===== config.mk =====
export PLATFORM = sky130hd
export DESIGN_NAME = checksummed_frame_deframer_flat
export DESIGN_NICKNAME = d
export VERILOG_FILES = /design/src/sv/cfd_pkg.sv /design/src/sv/cfd_stream_if.sv /design/src/sv/cfd_input_stage.sv /design/src/sv/cfd_frame_tracker.sv /design/src/sv/checksummed_frame_deframer.sv /design/src/flat_wrapper.sv
export SDC_FILE = /design/constraint.sdc
export NUM_CORES = 1
export LEC_CHECK = 0
export BUFFER_PORTS_ARGS = -buffer_cell sky130_fd_sc_hd__buf_2
export CAP_MARGIN = 20
export CORE_MARGIN = 3
export CORE_UTILIZATION = 54
export CTS_BUF_LIST = sky130_fd_sc_hd__clkbuf_8
export CTS_CLUSTER_SIZE = 25
export DETAILED_ROUTE_END_ITERATION = 10
export GPL_TIMING_DRIVEN = 0
export PLACE_DENSITY_LB_ADDON = 0.08
export SKIP_LAST_GASP = 1
export SLEW_MARGIN = 0
export SYNTH_ARGS = -nofsm -noshare
export SYNTH_HDL_FRONTEND = slang
export SYNTH_SLANG_ARGS = --single-unit

===== constraint.sdc =====
create_clock -name clk -period 2 [get_ports clk]
set_input_delay 0.3 -clock clk [delete_from_list [all_inputs] [get_ports clk]]
set_output_delay 0.3 -clock clk [all_outputs]
set_load 0.01 [all_outputs]

===== src/sv/cfd_pkg.sv =====
package cfd_pkg;

    localparam int unsigned POS_W = 8;
    localparam int unsigned LEN_W = 7;

    localparam logic [2:0] KIND_START   = 3'd0;
    localparam logic [2:0] KIND_LENGTH  = 3'd1;
    localparam logic [2:0] KIND_TYPE    = 3'd2;
    localparam logic [2:0] KIND_COMMAND = 3'd3;
    localparam logic [2:0] KIND_PARAM   = 3'd4;
    localparam logic [2:0] KIND_CHECK   = 3'd5;

    localparam logic [1:0] ST_OK       = 2'd0;
    localparam logic [1:0] ST_MISMATCH = 2'd1;
    localparam logic [1:0] ST_BADLEN   = 2'd2;

    localparam logic [7:0] CHECK_SEED = 8'hFF;
    localparam logic [7:0] LEN_MIN    = 8'd3;
    localparam logic [7:0] LEN_MAX    = 8'd127;

    typedef struct packed {
        logic [7:0] data_byte;
    } in_item_t;

    typedef struct packed {
        logic [7:0] byte_value;
        logic [2:0] byte_kind;
        logic [6:0] param_index;
        logic       frame_end;
        logic [1:0] frame_status;
    } out_item_t;

    typedef struct packed {
        logic       valid;
        logic [7:0] data;
    } held_byte_t;

endpackage


===== src/sv/cfd_stream_if.sv =====
interface cfd_stream_if #(
    parameter type payload_t = logic
) ();

    logic     valid;
    logic     ready;
    payload_t payload;

    modport source (
        output valid,
        output payload,
        input  ready
    );

    modport sink (
        input  valid,
        input  payload,
        output ready
    );

endinterface


===== src/sv/cfd_input_stage.sv =====
module cfd_input_stage (
    input  logic                clk,
    input  logic                rst_n,
    cfd_stream_if.sink          rx,
    input  logic                advance,
    output cfd_pkg::held_byte_t held
);

    logic       valid_reg;
    logic       valid_next;
    logic [7:0] data_reg;
    logic       rx_take;

    assign rx.ready = !valid_reg || advance;
    assign rx_take  = rx.valid && rx.ready;

    always_comb
    begin
        valid_next = valid_reg;
        if (advance)
        begin
            valid_next = 1'b0;
        end
        if (rx_take)
        begin
            valid_next = 1'b1;
        end
    end

    always_ff @(posedge clk or negedge rst_n)
    begin
        if (!rst_n)
        begin
            valid_reg <= 1'b0;
        end
        else
        begin
            valid_reg <= valid_next;
        end
    end

    always_ff @(posedge clk)
    begin
        if (rx_take)
        begin
            data_reg <= rx.payload.data_byte;
        end
    end

    assign held.valid = valid_reg;
    assign held.data  = data_reg;

endmodule


===== src/sv/cfd_frame_tracker.sv =====
module cfd_frame_tracker (
    input  logic                clk,
    input  logic                rst_n,
    input  cfd_pkg::held_byte_t held,
    output logic                advance,
    cfd_stream_if.source        res
);

    logic [cfd_pkg::POS_W-1:0] pos_reg;
    logic [cfd_pkg::POS_W-1:0] pos_next;
    logic [cfd_pkg::LEN_W-1:0] len_reg;
    logic [cfd_pkg::LEN_W-1:0] len_next;
    logic [7:0]                chk_reg;
    logic [7:0]                chk_next;
    logic                      res_valid_reg;
    logic                      res_valid_next;
    cfd_pkg::out_item_t        res_item_reg;
    cfd_pkg::out_item_t        res_item_next;
    logic [cfd_pkg::POS_W-1:0] param_off;
    logic                      take;

    assign advance   = !res_valid_reg || res.ready;
    assign take      = held.valid && advance;
    assign param_off = pos_reg - cfd_pkg::POS_W'(4);

    // byte classification and frame state update
    always_comb
    begin
        pos_next                   = pos_reg;
        len_next                   = len_reg;
        chk_next                   = chk_reg;
        res_item_next.byte_value   = held.data;
        res_item_next.byte_kind    = cfd_pkg::KIND_START;
        res_item_next.param_index  = '0;
        res_item_next.frame_end    = 1'b0;
        res_item_next.frame_status = cfd_pkg::ST_OK;

        if (pos_reg == cfd_pkg::POS_W'(0))
        begin
            chk_next = cfd_pkg::CHECK_SEED;
            len_next = '0;
            pos_next = cfd_pkg::POS_W'(1);
        end
        else if (pos_reg == cfd_pkg::POS_W'(1))
        begin
            res_item_next.byte_kind = cfd_pkg::KIND_LENGTH;
            if ((held.data < cfd_pkg::LEN_MIN) || (held.data > cfd_pkg::LEN_MAX))
            begin
                res_item_next.frame_end    = 1'b1;
                res_item_next.frame_status = cfd_pkg::ST_BADLEN;
                pos_next                   = '0;
                len_next                   = '0;
                chk_next                   = cfd_pkg::CHECK_SEED;
            end
            else
            begin
                len_next = held.data[cfd_pkg::LEN_W-1:0];
                chk_next = cfd_pkg::CHECK_SEED ^ held.data;
                pos_next = cfd_pkg::POS_W'(2);
            end
        end
        else if (pos_reg <= {1'b0, len_reg})
        begin
            if (pos_reg == cfd_pkg::POS_W'(2))
            begin
                res_item_next.byte_kind = cfd_pkg::KIND_TYPE;
            end
            else if (pos_reg == cfd_pkg::POS_W'(3))
            begin
                res_item_next.byte_kind = cfd_pkg::KIND_COMMAND;
            end
            else
            begin
                res_item_next.byte_kind   = cfd_pkg::KIND_PARAM;
                res_item_next.param_index = param_off[6:0];
            end
            chk_next = chk_reg ^ held.data;
            pos_next = pos_reg + cfd_pkg::POS_W'(1);
        end
        else
        begin
            res_item_next.byte_kind    = cfd_pkg::KIND_CHECK;
            res_item_next.frame_end    = 1'b1;
            res_item_next.frame_status = (held.data == chk_reg) ? cfd_pkg::ST_OK
                                                                : cfd_pkg::ST_MISMATCH;
            pos_next                   = '0;
            len_next                   = '0;
            chk_next                   = cfd_pkg::CHECK_SEED;
        end
    end

    always_comb
    begin
        res_valid_next = res_valid_reg;
        if (advance)
        begin
            res_valid_next = held.valid;
        end
    end

    always_ff @(posedge clk or negedge rst_n)
    begin
        if (!rst_n)
        begin
            pos_reg       <= '0;
            len_reg       <= '0;
            chk_reg       <= cfd_pkg::CHECK_SEED;
            res_valid_reg <= 1'b0;
        end
        else
        begin
            res_valid_reg <= res_valid_next;
            if (take)
            begin
                pos_reg <= pos_next;
                len_reg <= len_next;
                chk_reg <= chk_next;
            end
        end
    end

    always_ff @(posedge clk)
    begin
        if (take)
        begin
            res_item_reg <= res_item_next;
        end
    end

    assign res.valid   = res_valid_reg;
    assign res.payload = res_item_reg;

endmodule


===== src/sv/checksummed_frame_deframer.sv =====
// Splits a received byte stream into length-prefixed frames (start, length L, type,
// command, L-3 parameters, XOR checksum seeded with 0xff) and classifies every byte
// with one result transfer on res. One byte is taken per clock cycle, sustained,
// while res is not stalled; each result is registered in the input stage's held
// byte and then in the tracker's result register. The rate is set by the frame
// position, length and running XOR registers, which are updated once per byte.
// Length bytes below 3 or above 127 end the frame at once with bad-length status;
// after any frame end the next byte is taken as a start byte.
module checksummed_frame_deframer (
    input  logic        clk,
    input  logic        rst_n,
    cfd_stream_if.sink  rx,
    cfd_stream_if.source res
);

    cfd_pkg::held_byte_t held;
    logic                advance;

    cfd_input_stage u_input_stage (
        .clk     (clk),
        .rst_n   (rst_n),
        .rx      (rx),
        .advance (advance),
        .held    (held)
    );

    cfd_frame_tracker u_frame_tracker (
        .clk     (clk),
        .rst_n   (rst_n),
        .held    (held),
        .advance (advance),
        .res     (res)
    );

endmodule


===== src/flat_wrapper.sv =====
// flat-port wrapper written by rule: the top's interface ports become plain ports
module checksummed_frame_deframer_flat import cfd_pkg::*;
  (clk, rst_n, rx_valid, rx_payload, rx_ready, res_valid, res_payload, res_ready);
  cfd_stream_if #(.payload_t(in_item_t)) rx_i ();
  cfd_stream_if #(.payload_t(out_item_t)) res_i ();
  input  logic clk;
  input  logic rst_n;
  input wire logic [$bits(rx_i.valid)-1:0] rx_valid;
  input wire logic [$bits(rx_i.payload)-1:0] rx_payload;
  output wire logic [$bits(rx_i.ready)-1:0] rx_ready;
  output wire logic [$bits(res_i.valid)-1:0] res_valid;
  output wire logic [$bits(res_i.payload)-1:0] res_payload;
  input wire logic [$bits(res_i.ready)-1:0] res_ready;
  assign rx_i.valid = rx_valid;
  assign rx_i.payload = rx_payload;
  assign rx_ready = rx_i.ready;
  assign res_valid = res_i.valid;
  assign res_payload = res_i.payload;
  assign res_i.ready = res_ready;
  checksummed_frame_deframer u_core (.clk(clk), .rst_n(rst_n), .rx(rx_i), .res(res_i));
endmodule

== Word level (Yosys, flattened, before mapping) ==
Index checks and enable logic that the tools add are counted.

* Bits in registers: 54
* Bits in latches: 0
* Memory bits (writable): 0
* Bits in read-only memories: 0
* Input bits: 12
* Output and inout bits: 23
* Word-level logic and storage cells: 61
* Memories kept: 0

* Add/sub/neg operators: 2
* Multiply operators: 0
* Div/mod/pow operators: 0
* $lt $le $gt $ge: 3
* Eq/ne operators: 5
* Shift-type cells: 0
* Muxes and demuxes: 22
* Bitwise logic cells: 3
* Reduce and logical (&&, ||, !) cells: 13

{| class="wikitable"
|+ Operators by type and width
! cell !! count
|-
| $mux W8 || 7
|-
| $mux W7 || 4
|-
| $mux W3 || 6
|-
| $eq A8 B2 Y1 const B || 2
|-
| $add A8 B1 Y8 const B || 1
|-
| $eq A8 B1 Y1 const B || 1
|-
| $eq A8 B8 Y1 || 1
|-
| $gt A8 B7 Y1 const B || 1
|-
| $le A8 B7 Y1 || 1
|-
| $logic_not A8 Y1 || 1
|-
| $lt A8 B2 Y1 const B || 1
|-
| $not A8 Y8 || 1
|-
| $xor A8 B8 Y8 || 1
|-
| $sub A7 B3 Y7 const B || 1
|-
| $reduce_or A5 Y1 || 1
|-
| $mux W1 || 4
|-
| $logic_or A1 B1 Y1 || 3
|-
| $ne A3 B3 Y1 const B || 1
|-
| $reduce_or A3 Y1 || 1
|-
| $logic_and A1 B1 Y1 || 2
|-
| $logic_not A1 Y1 || 2
|-
| $mux W2 || 1
|-
| $reduce_and A2 Y1 || 1
|-
| $reduce_bool A2 Y1 || 1
|-
| other kinds (2) || 2
|}

== Depth between registers and ports, before layout ==
Gate-level depths: netlist of run 1.

* Word-level depth: 5
* Gate-level depth with buffers: 8
* Mapped depth without buffers: 7

== Modules after synthesis ==
Synthesis of run 1 repeated with hierarchy kept, for this count alone.

* Cell total of the unflattened synthesis: 241
* Area total of the unflattened synthesis: 2758.9 µm²

{| class="wikitable"
|+ Modules (own cells, without submodules)
! module !! times used !! cells an instance !! area each (µm²) !! seq. area each (µm²)
|-
| cfd_frame_tracker || 1 || 228 || 2457.4 || 1241.2
|-
| cfd_input_stage || 1 || 13 || 301.5 || 265.3
|}

== Worst setup path before layout of run 1 ==
No wires, ideal clock.

* Kind: register -> register
* Start: register u_core.u_frame_tracker.res_valid_reg (netlist: u_core.u_frame_tracker.res.valid)
* End: register u_core.u_frame_tracker.pos_reg[2] in the netlist's numbering
* Setup time: 121 ps
* Arrival time: 2046 ps
* Required time: 1879 ps
* Slack: -167 ps
* Stages on the path, launching flop included: 7
* Buffers on the path: 1
* Period minus slack after synthesis: 2167 ps
* Cells stage by stage: dfrtp_1 -> nand2b_1 -> nand2_1 -> inv_1 -> clkbuf_1 -> o31ai_1 -> a22o_1

* Word-level cells in the longest chain between the ends: 3

{| class="wikitable"
|+ RTL lines
! item !! RTL line !! source
|-
| start: declaration || cfd_frame_tracker.sv:15 || <nowiki>logic res_valid_reg;</nowiki>
|-
| start signal: assignment || cfd_frame_tracker.sv:112 || <nowiki>res_valid_reg <= res_valid_next;</nowiki>
|-
| $logic_not A1 Y1 || cfd_frame_tracker.sv:22 || <nowiki>assign advance = !res_valid_reg || res.ready;</nowiki>
|-
| $logic_or A1 B1 Y1 || cfd_frame_tracker.sv:22 ||
|-
| $logic_and A1 B1 Y1 || cfd_frame_tracker.sv:23 || <nowiki>assign take = held.valid && advance;</nowiki>
|-
| net u_core.u_frame_tracker.take || cfd_frame_tracker.sv:20 || <nowiki>logic take;</nowiki>
|-
| end signal: assignment || cfd_frame_tracker.sv:115 || <nowiki>pos_reg <= pos_next;</nowiki>
|-
| end: declaration || cfd_frame_tracker.sv:9 || <nowiki>logic [cfd_pkg::POS_W-1:0] pos_reg;</nowiki>
|}

The timed path passes the listed nets, and every way through them passes these cells.
A chain may end at the register's enable or synchronous reset.

== Worst setup path in the final report of run 1 ==
* Start: register u_core.u_frame_tracker.len_reg[5] in the netlist's numbering
* End: register u_core.u_frame_tracker.res_item_reg (netlist bit u_core.u_frame_tracker.res.payload[7]), data pin

* Word-level cells in the longest chain between the ends: 3

{| class="wikitable"
|+ RTL lines
! item !! RTL line !! source
|-
| start: declaration || cfd_frame_tracker.sv:11 || <nowiki>logic [cfd_pkg::LEN_W-1:0] len_reg;</nowiki>
|-
| start signal: assignment || cfd_frame_tracker.sv:116 || <nowiki>len_reg <= len_next;</nowiki>
|-
| $le A8 B7 Y1 || cfd_frame_tracker.sv:62 || <nowiki>else if (pos_reg <= {1'b0, len_reg})</nowiki>
|-
| $not A1 Y1 (no source line) || -- ||
|-
| $reduce_or A5 Y1 (no source line) || -- ||
|-
| end signal: assignment || cfd_frame_tracker.sv:126 || <nowiki>res_item_reg <= res_item_next;</nowiki>
|-
| end: declaration || cfd_frame_tracker.sv:17 || <nowiki>cfd_pkg::out_item_t res_item_reg;</nowiki>
|}

Every way passes these cells.

==> impl_metrics.ini, run 1 <==
[global_routing]
grt_use_total_pct = 20.3
grt_pass1_wl_um = 9610
overflow = 0
grt_pass1_vias = 1892
antenna_found_initial = 0
grt_max_degree = 31

[die]
rows = 25
io_pins = 35
die_width_um = 78.7
start_util_pct = 58.1
die_area_um2 = 6200
dieHeight_um = 78.7
coreArea_um2 = 4910

[routing]
wire_per_inst_um = 17.8
drt-vias-per-instance = 5.71
drc_errors = 0
dr.pass1.iters = 4
vias = 2056
drtIter0Drc = 158
wirelength_um = 6410
ant_nets = 0

[timing]
worst_pin_slew_ps = 593
fin_setup_tns_ps = -1730
max_slew_margin_pct = 60.5
hold_viol = 0
finalCritPeriodShare_pct = 106
period_needed_ps = 2120
skew_ps = 12.0
rsz0062_at_grt = yes
maxSlewViolCount = 0
clock.fmax_mhz = 472
hold_ws_ps = 160
setup_viol = 26
fin_ws_ps = -121

[cts]
cts-root-buf = clkbuf_8
numCtsBuffers = 5
cts.sinks = 54
clock_latency_ps = 310
clk_pin_slew_ps = 100
cts_tree = built
ctsHtreeMaxLevel = 2
clockBufferDepth = 2

[min_path]
min-delay-start = rx_payload[1]
min_path_type = primary input to flip-flop
holdPathEnd = u_core.u_input_stage.data_reg[1]
holdPathStages = 1

[flow_run]
cap_violations = 0

[placed_design]
io_buffers = 34
hpwl_um = 3970
dp_cells = 325
routabilityCongestion = 0.813

[yosys]
yosysTopAreaCell = edfxtp_1
async_reset_ff_share_pct = 46.3
netlist_area_um2 = 2860
synthDistinctLibCells = 53
synth_area_per_cell_um2 = 12.7
yosysWarnings = 0
ys_ff_latch = 54
synthesis.nets = 250
syn_inst = 224
synth_edf_count = 29
ys_seq_area_share_pct = 52.8
synth_top_area_share_pct = 30.5
synthFlopType = edfxtp_1
ys_top_cells_by_area = edfxtp_1 (30%), dfrtp_1 (15%), dfstp_2 (7.4%)

[run_status]
status = finished, violations left
violations = negative setup slack

[pwr]
finalPower_mw = 6.09
power_density_nw_per_um2 = 1690
peakVddDrop_mv = 1.17
p_leak_nw = 1.50

[layout]
final_core_util_pct = 73.6
final_common_cell = buf_2
layout-area-overhead-vs-synth_pct = 26.6
final_cells = 360
largest_reg_flops = 21
layout-drive-gt1-share_pct = 45.4
antenna_cells = 0
fin_nets = 318
fillerInstances = 331
final_cell_mix = buf_2 (36), edfxtp_1 (29), buf_4 (21), dfrtp_1 (14), and2_1 (11)

[critical_path]
path_max_fanout = 6
critPathLaunchType = flip-flop
reg2reg_to = u_core.u_frame_tracker.res.payload[7]
crit_start = u_core.u_frame_tracker.len_reg[5]
reg2reg_depth = 8
r2r_slack_ps = -120
required_ps = 2170
endpoint_kind = flip-flop
critPathArrivalTime_ps = 2290
r2r_start = u_core.u_frame_tracker.len_reg[5]
critPathKind = flip-flop to flip-flop
## layer usage
| layer | global-route usage, % | routed length, um |
|---|---|---|
| met1 | 27.3 | 2840 |
| met2 | 32.2 | 3110 |
| met3 | 4.31 | 355 |
| met4 | 8.04 | 106 |
| met5 | 0 | 0 |
## worst max path at each step
| stage | to | cells after the start |
|---|---|---|
| after CTS | u_core.u_frame_tracker.chk_reg[2] | 9 |
| after floorplan | u_core.u_frame_tracker.pos_reg[7] | 7 |
| after global routing | u_core.u_frame_tracker.pos_reg[1] | 9 |
| after global placement | u_core.u_frame_tracker.pos_reg[4] | 6 |
| after detailed placement | u_core.u_frame_tracker.pos_reg[6] | 6 |
| final | u_core.u_frame_tracker.res.payload[7] | 8 |
## layout make-up
cell class	instances	area (um2)	area share, %
clock buffer	5	68.8	1.90
tap	67	83.8	2.32
multi-input combinational	148	1380	38.1
sequential	54	1510	41.8
timing repair buffer	61	425	11.8
buffer	9	86.3	2.39
inverter	13	48.8	1.35
clock inverter	3	15.0	0.416
## through the flow
| stage | setup WS (ps) | area, um2 |
|---|---|---|
| floorplan | 23.9 | 2860 |
| global placement | -188 | 3110 |
| detailed placement | -228 | 3110 |
| CTS | -94.6 | 3280 |
| global route | -194 | 3610 |
| finish | -121 | 3610 |
## cell usage after synthesis, types with 2 or more instances
| library cell | number |
|---|---|
| and2_1 | 11 |
| inv_1 | 13 |
| clkbuf_1 | 2 |
| nor3_1 | 7 |
| nand2_1 | 7 |
| or3_1 | 2 |
| o21ai_0 | 4 |
| nor3_2 | 7 |
| nor2_1 | 9 |
| nor2b_1 | 4 |
| buf_6 | 3 |
| a21o_1 | 4 |
| a22o_1 | 10 |
| buf_2 | 2 |
| o31ai_1 | 4 |
| xnor2_1 | 5 |
| nand3_1 | 6 |
| o2bb2ai_1 | 6 |
| dfstp_2 | 8 |
| nor4_1 | 4 |
| nand2b_1 | 3 |
| a21oi_1 | 6 |
| dfrtp_1 | 17 |
| edfxtp_1 | 29 |
| nor4b_4 | 2 |
| a221oi_2 | 5 |
| ha_1 | 14 |
| nor2_4 | 2 |
| o22ai_1 | 4 |
## kinds of logic (layout without fill, tap and decap cells)
kind of cell	Yosys count	in the layout	share of synthesized area (%)
flip-flops	54	54	52.8
XOR/XNOR	5	5	1.53
AO/OA/AOI/OAI	58	58	18.1
buffers and inverters	22	91	4.29
adder cells (fa/ha/maj)	14	14	6.14
AND/OR/NAND/NOR	71	71	17.2
## report_power, final
group          leakage (nW)  internal [mW]  total (mW)  switching [mW]
registers             0.589           1.55        1.71           0.157
logic                 0.861           1.90        3.80            1.90
clock network        0.0467          0.238       0.589           0.351
total                  1.50           3.69        6.09            2.41
## critical path, stage by stage (launching register included)
cell	delay, ps
dfrtp_1	400
inv_2	80
ha_4	200
a21o_1	190
a211oi_4	330
o21bai_4	180
or2_4	300
buf_6	140
nor3_2	160
## what timing repair did
action	CTS	global route
setup endpoints to repair	30	33
pin swaps	3	20
buffers inserted	7	15
hold buffers	0	1
endpoints found under the hold margin	0	1
gates cloned	0	4
resized for setup	7	36
(Power assumes the default switching activity.)
==> inputs of run 2 (changes only) <==
--- a/config.mk
+++ b/config.mk
@@ -5,7 +5,7 @@
 export SDC_FILE = /design/constraint.sdc
 export NUM_CORES = 1
 export LEC_CHECK = 0
-export BUFFER_PORTS_ARGS = -buffer_cell sky130_fd_sc_hd__buf_2
+export BUFFER_PORTS_ARGS = -buffer_cell sky130_fd_sc_hd__buf_4
 export CAP_MARGIN = 20
 export CORE_MARGIN = 3
 export CORE_UTILIZATION = 54
==> impl_metrics.ini, run 2 (same netlist as run 1, synthesis figures left out) <==
[placed_design]
routabilityCongestion = 0.815
dp_cells = 325
hpwl_um = 3980
io_buffers = 34
place_area_um2 = 3200

[pwr]
internal_power_mw = 3.62
peakVddDrop_mv = 0.947
p_leak_nw = 1.49
power_density_nw_per_um2 = 1650
combinationalPowerShare_pct = 58.8
pwr-share-clk_pct = 12.8
finalPower_mw = 5.98
seqPwrFrac_pct = 28.4
p_sw_share_pct = 39.6
power_switching_mw = 2.37

[routing]
drtIter0Drc = 162
drc_errors = 0
drt-vias-per-instance = 5.70
wirelength_um = 6150
dr.pass1.iters = 4
ant_nets = 0
vias = 2024
wire_per_inst_um = 17.3

[critical_path]
critPathLaunchType = flip-flop
endpoint_kind = flip-flop
r2r_start = u_core.u_frame_tracker.pos_reg[1]
path_max_fanout = 5
required_ps = 2170
reg2reg_depth = 8
critPathKind = flip-flop to flip-flop
crit_start = u_core.u_frame_tracker.pos_reg[1]
critPathArrivalTime_ps = 2260

[timing]
clock.fmax_mhz = 478
fin_ws_ps = -90.1
finalCritPeriodShare_pct = 105
hold_viol = 0
maxSlewViolCount = 0
rsz0062_at_grt = yes
skew_ps = 10.6
max_slew_margin_pct = 71.3
period_needed_ps = 2090
setup_viol = 20
worst_pin_slew_ps = 430

[cts]
ctsHtreeMaxLevel = 2
clockBufferDepth = 2
numCtsBuffers = 5
cts.sinks = 54
cts-root-buf = clkbuf_8
cts_tree = built
clock_latency_ps = 310
clk_pin_slew_ps = 110

[global_routing]
antenna_found_initial = 0
grt_pass1_wl_um = 9870
overflow = 0
grt_pass1_vias = 2017
grt_max_degree = 31
grt_use_total_pct = 20.4

[min_path]
min-delay-start = rx_payload[1]
min_path_type = primary input to flip-flop
holdPathStages = 1

[layout]
layout-drive-gt1-share_pct = 42.4
final_cell_mix = buf_4 (53), edfxtp_1 (29), dfrtp_1 (13), and2_1 (10), a22o_1 (10)
fin_nets = 313
antenna_cells = 0
final_common_cell = buf_4
final_core_util_pct = 74.0
final_cells = 355
postLayoutCellArea_um2 = 3630
largest_reg_flops = 21
layout-area-overhead-vs-synth_pct = 27.3

[die]
die_width_um = 78.7
start_util_pct = 58.1
coreArea_um2 = 4910
dieHeight_um = 78.7
die_area_um2 = 6200
rows = 25
io_pins = 35

[run_status]
status = finished, violations left
violations = negative setup slack

[flow_run]
cap_violations = 0
-- run 2: cell types whose count changed in the layout (fill, tap and decap cells not counted), sizes merged --
cell and delta:
inv -2, bufinv +1, buf -3, clkbuf -2, clkinvlp +1
-- run 2: power by group through the flow --
stage                     clock [mW]  sequential, mW  combinational [mW]
after global routing           0.828            1.72                3.82
after detailed placement           0            1.72                2.71
after floorplan                    0            1.75                2.03
final                          0.765            1.70                3.52
after global placement             0            1.71                2.66
after CTS                      0.770            1.69                3.05
-- run 2: path summary, 6_finish.rpt --
check | endpoint | slack, ps
worst max-delay path | u_core.u_frame_tracker.res.payload[5] | -90
worst min-delay path | u_core.u_input_stage.data_reg[1] | 160
worst max register to register | u_core.u_frame_tracker.res.payload[5] | -90
worst min register to register | u_core.u_frame_tracker.len_reg[3] | 510
max in group asynchronous | u_core.u_frame_tracker.chk_reg[2] | 1260
min in group asynchronous | u_core.u_frame_tracker.pos_reg[7] | 430
-- run 2: per-stage QoR --
| step | worst slack, ps | setup TNS [ps] | hold WS, ps |
|---|---|---|---|
| 5_1_grt | -154 | -2380 | 144 |
| 3_3_place_gp | -189 | -2120 | 233 |
| 2_1_floorplan | 23.9 | 0 | 4.41 |
| 4_1_cts | -62.3 | -1010 | 158 |
| 3_5_place_dp | -238 | -3420 | 232 |
| 6_report | -90.1 | -783 | 160 |
-- run 2: per-layer routing --
metal	GRT usage, %	part of all wire (%)	vias to the layer above
met2	33.3	49	61
met4	3.85	0.65	0
li1	-	-	962
met3	3.40	4.7	6
met1	29.1	46	995
met5	0	0	-
-- run 2: critical path: stages, from the launching register on --
cell and delay [ps]:
dfrtp_2 440, buf_6 130, clkinvlp_4 150, ha_4 210
o211a_4 250, o21bai_4 200, or2_4 290, buf_6 140
nor3_2 130
-- run 2: final cells by class --
cell class / count / area [um2]
Buffer: 9 / 88.8
Sequential cell: 54 / 1510
Fill cell: 347 / 1280
Clock buffer: 5 / 68.8
Tap cell: 67 / 83.8
Clock inverter: 3 / 48.8
Inverter: 13 / 52.6
Timing Repair Buffer: 56 / 438
Multi-Input combinational cell: 148 / 1340
-- run 2: repair_timing --
item                                    4_1_cts  5_1_grt
cloned                                        0        1
endpoints found under the hold margin        17        0
resized for setup                             9       30
endpoints found under the setup margin       51       35
pin swaps                                     5       20
buffers inserted                             12        8
hold buffers                                  1        0
==> inputs of run 3 (changes only) <==
--- a/config.mk
+++ b/config.mk
@@ -7,14 +7,15 @@
 export LEC_CHECK = 0
 export BUFFER_PORTS_ARGS = -buffer_cell sky130_fd_sc_hd__buf_4
 export CAP_MARGIN = 20
+export CELL_PAD_IN_SITES_DETAIL_PLACEMENT = 2
+export CELL_PAD_IN_SITES_GLOBAL_PLACEMENT = 2
 export CORE_MARGIN = 3
-export CORE_UTILIZATION = 54
+export CORE_UTILIZATION = 37
 export CTS_BUF_LIST = sky130_fd_sc_hd__clkbuf_8
 export CTS_CLUSTER_SIZE = 25
 export DETAILED_ROUTE_END_ITERATION = 10
 export GPL_TIMING_DRIVEN = 0
 export PLACE_DENSITY_LB_ADDON = 0.08
-export SKIP_LAST_GASP = 1
 export SLEW_MARGIN = 0
 export SYNTH_ARGS = -nofsm -noshare
 export SYNTH_HDL_FRONTEND = slang
==> impl_metrics.ini, run 3 (same netlist as run 1, synthesis figures left out) <==
[run_status]
status = finished, violations left
violations = negative setup slack

[critical_path]
r2r_start = u_core.u_frame_tracker.pos_reg[1]
critPathArrivalTime_ps = 2410
required_ps = 2240
worst_path_largest_cell_delay_ps = 470
cp_top_family = compound AO/OA/AOI/OAI gates
reg2reg_depth = 8
crit_top_cell = buf_6
slowest_stage = dfrtp_2
reg2reg_to = u_core.u_frame_tracker.chk_reg[4]
critPathLaunchType = flip-flop
r2r_slack_ps = -170
critPathKind = flip-flop to flip-flop
endpoint_kind = flip-flop
crit_chain = ha_4 -> nor2b_4 -> o211ai_1 -> a211oi_4 -> buf_6 -> nor3_4 -> buf_6 -> a221oi_2
path_max_fanout = 6
timing.critical_path.buf_inv = 2

[placed_design]
hpwl_um = 5160
routabilityCongestion = 0.746
io_buffers = 34
dp_cells = 357

[timing]
setup_viol = 29
rsz0062_at_grt = yes
worst_pin_slew_ps = 426
max_slew_margin_pct = 71.6
clock.fmax_mhz = 461
maxSlewViolCount = 0
fin_ws_ps = -171
hold_viol = 0
skew_ps = 7.39
fin_setup_tns_ps = -3490
hold_ws_ps = 150
finalCritPeriodShare_pct = 109
period_needed_ps = 2170

[cts]
clock_latency_ps = 320
ctsHtreeMaxLevel = 2
cts.sinks = 54
cts_tree = built
clk_pin_slew_ps = 100
clockBufferDepth = 2
cts-root-buf = clkbuf_8
numCtsBuffers = 5

[routing]
drc_errors = 0
wire_per_inst_um = 21.8
wirelength_um = 8650
vias = 2142
drtIter0Drc = 87
drt-vias-per-instance = 5.41
dr.pass1.iters = 4
ant_nets = 0

[layout]
final_cells = 396
layout-area-overhead-vs-synth_pct = 32.0
regArea_um2 = 1510
multi_input_area_um2 = 1380
final_core_util_pct = 51.1
antenna_cells = 0
fin_nets = 322
largest_reg_flops = 21
final_common_cell = buf_4
final_cell_mix = buf_4 (59), edfxtp_1 (29), dfrtp_1 (14), buf_6 (10), a22o_1 (10)
fillerInstances = 739
layout-drive-gt1-share_pct = 45.8

[die]
start_util_pct = 38.7
coreArea_um2 = 7370
die_width_um = 93.8
io_pins = 35
die_area_um2 = 8810
dieHeight_um = 93.8
rows = 31

[min_path]
holdPathStages = 1
min_path_type = primary input to flip-flop
holdPathEnd = u_core.u_input_stage.data_reg[6]
min-delay-start = rx_payload[6]

[global_routing]
grt_pass1_vias = 2303
grt_use_total_pct = 19.6
overflow = 0
grt_pass1_wl_um = 13200
grt_use_met3_pct = 3.29
antenna_found_initial = 0
grtUsageMet2_pct = 34.7
grt_max_degree = 31
busiest_layer = met2
grt_use_met1_pct = 25.9

[pwr]
power_density_nw_per_um2 = 1690
p_leak_nw = 1.53
peakVddDrop_mv = 0.529
finalPower_mw = 6.38

[flow_run]
cap_violations = 0
-- run 3: changes by cell type in the layout (fill, tap and decap cells not counted), moves of 3 or more --
cell | before | now
buf_4 | 53 | 59
buf_6 | 7 | 10
nor3_2 | 4 | 7
o2bb2ai_1 | 6 | 3
o2bb2ai_2 | 0 | 3
-- run 3: metrics by stage --
step                      worst slack [ps]  cell area (um2)
after floorplan                       23.9             2860
after global placement                -334             3240
after detailed placement              -354             3240
after CTS                             -100             3630
after global routing                  -257             3770
final                                 -171             3770
-- run 3: worst reg2reg max path, delay by kind of cell, from the launching register on --
family	cells	cell delay, ps
flip-flops	1	470
AND/OR/NAND/NOR	2	200
adder cells (fa/ha/maj)	1	290
AO/OA/AOI/OAI	3	800
buffers and inverters	2	350
-- run 3: timing repair --
item	in CTS	in global routing
hold endpoints to repair	17	0
gates cloned	1	1
buffers inserted	19	9
resized for setup	27	17
hold buffers	1	0
endpoints found under the setup margin	53	55
pin swaps	7	19
-- run 3: worst max-delay path by stage --
stage | end | cells after the start | slack, ps | startpoint
after global placement | u_core.u_frame_tracker.pos_reg[4] | 6 | -330 | u_core.u_frame_tracker.pos_reg[5]
after detailed placement | u_core.u_frame_tracker.pos_reg[4] | 6 | -350 | u_core.u_frame_tracker.pos_reg[5]
final | u_core.u_frame_tracker.chk_reg[4] | 8 | -170 | u_core.u_frame_tracker.pos_reg[1]
after floorplan | u_core.u_frame_tracker.pos_reg[7] | 7 | 20 | u_core.u_frame_tracker.pos_reg[5]
after global routing | u_core.u_frame_tracker.chk_reg[1] | 8 | -260 | u_core.u_frame_tracker.pos_reg[1]
after CTS | u_core.u_frame_tracker.res.payload[5] | 7 | -100 | u_core.u_frame_tracker.pos_reg[5]
-- run 3: routing by layer --
layer / vias up / share of wire, %
li1: 986 / -
met1: 1113 / 44
met2: 37 / 52
met3: 6 / 3.2
met4: 0 / 0.79
met5: - / 0
-- run 3: area by class of cell --
cell class                      count  share of cell area [%]
Tap cell                           99                    3.29
Timing Repair Buffer               65                    13.3
Clock inverter                      3                    1.13
Buffer                              9                    2.46
Multi-Input combinational cell    148                    36.5
Inverter                           13                    1.36
Clock buffer                        5                    1.83
Sequential cell                    54                    40.1
-- run 3: power by group --
group          switching, mW  internal [mW]  leakage (nW)  total, mW
clock                  0.394          0.374        0.0562      0.768
sequential             0.164           1.55         0.589       1.72
combinational           2.07           1.83         0.889       3.89
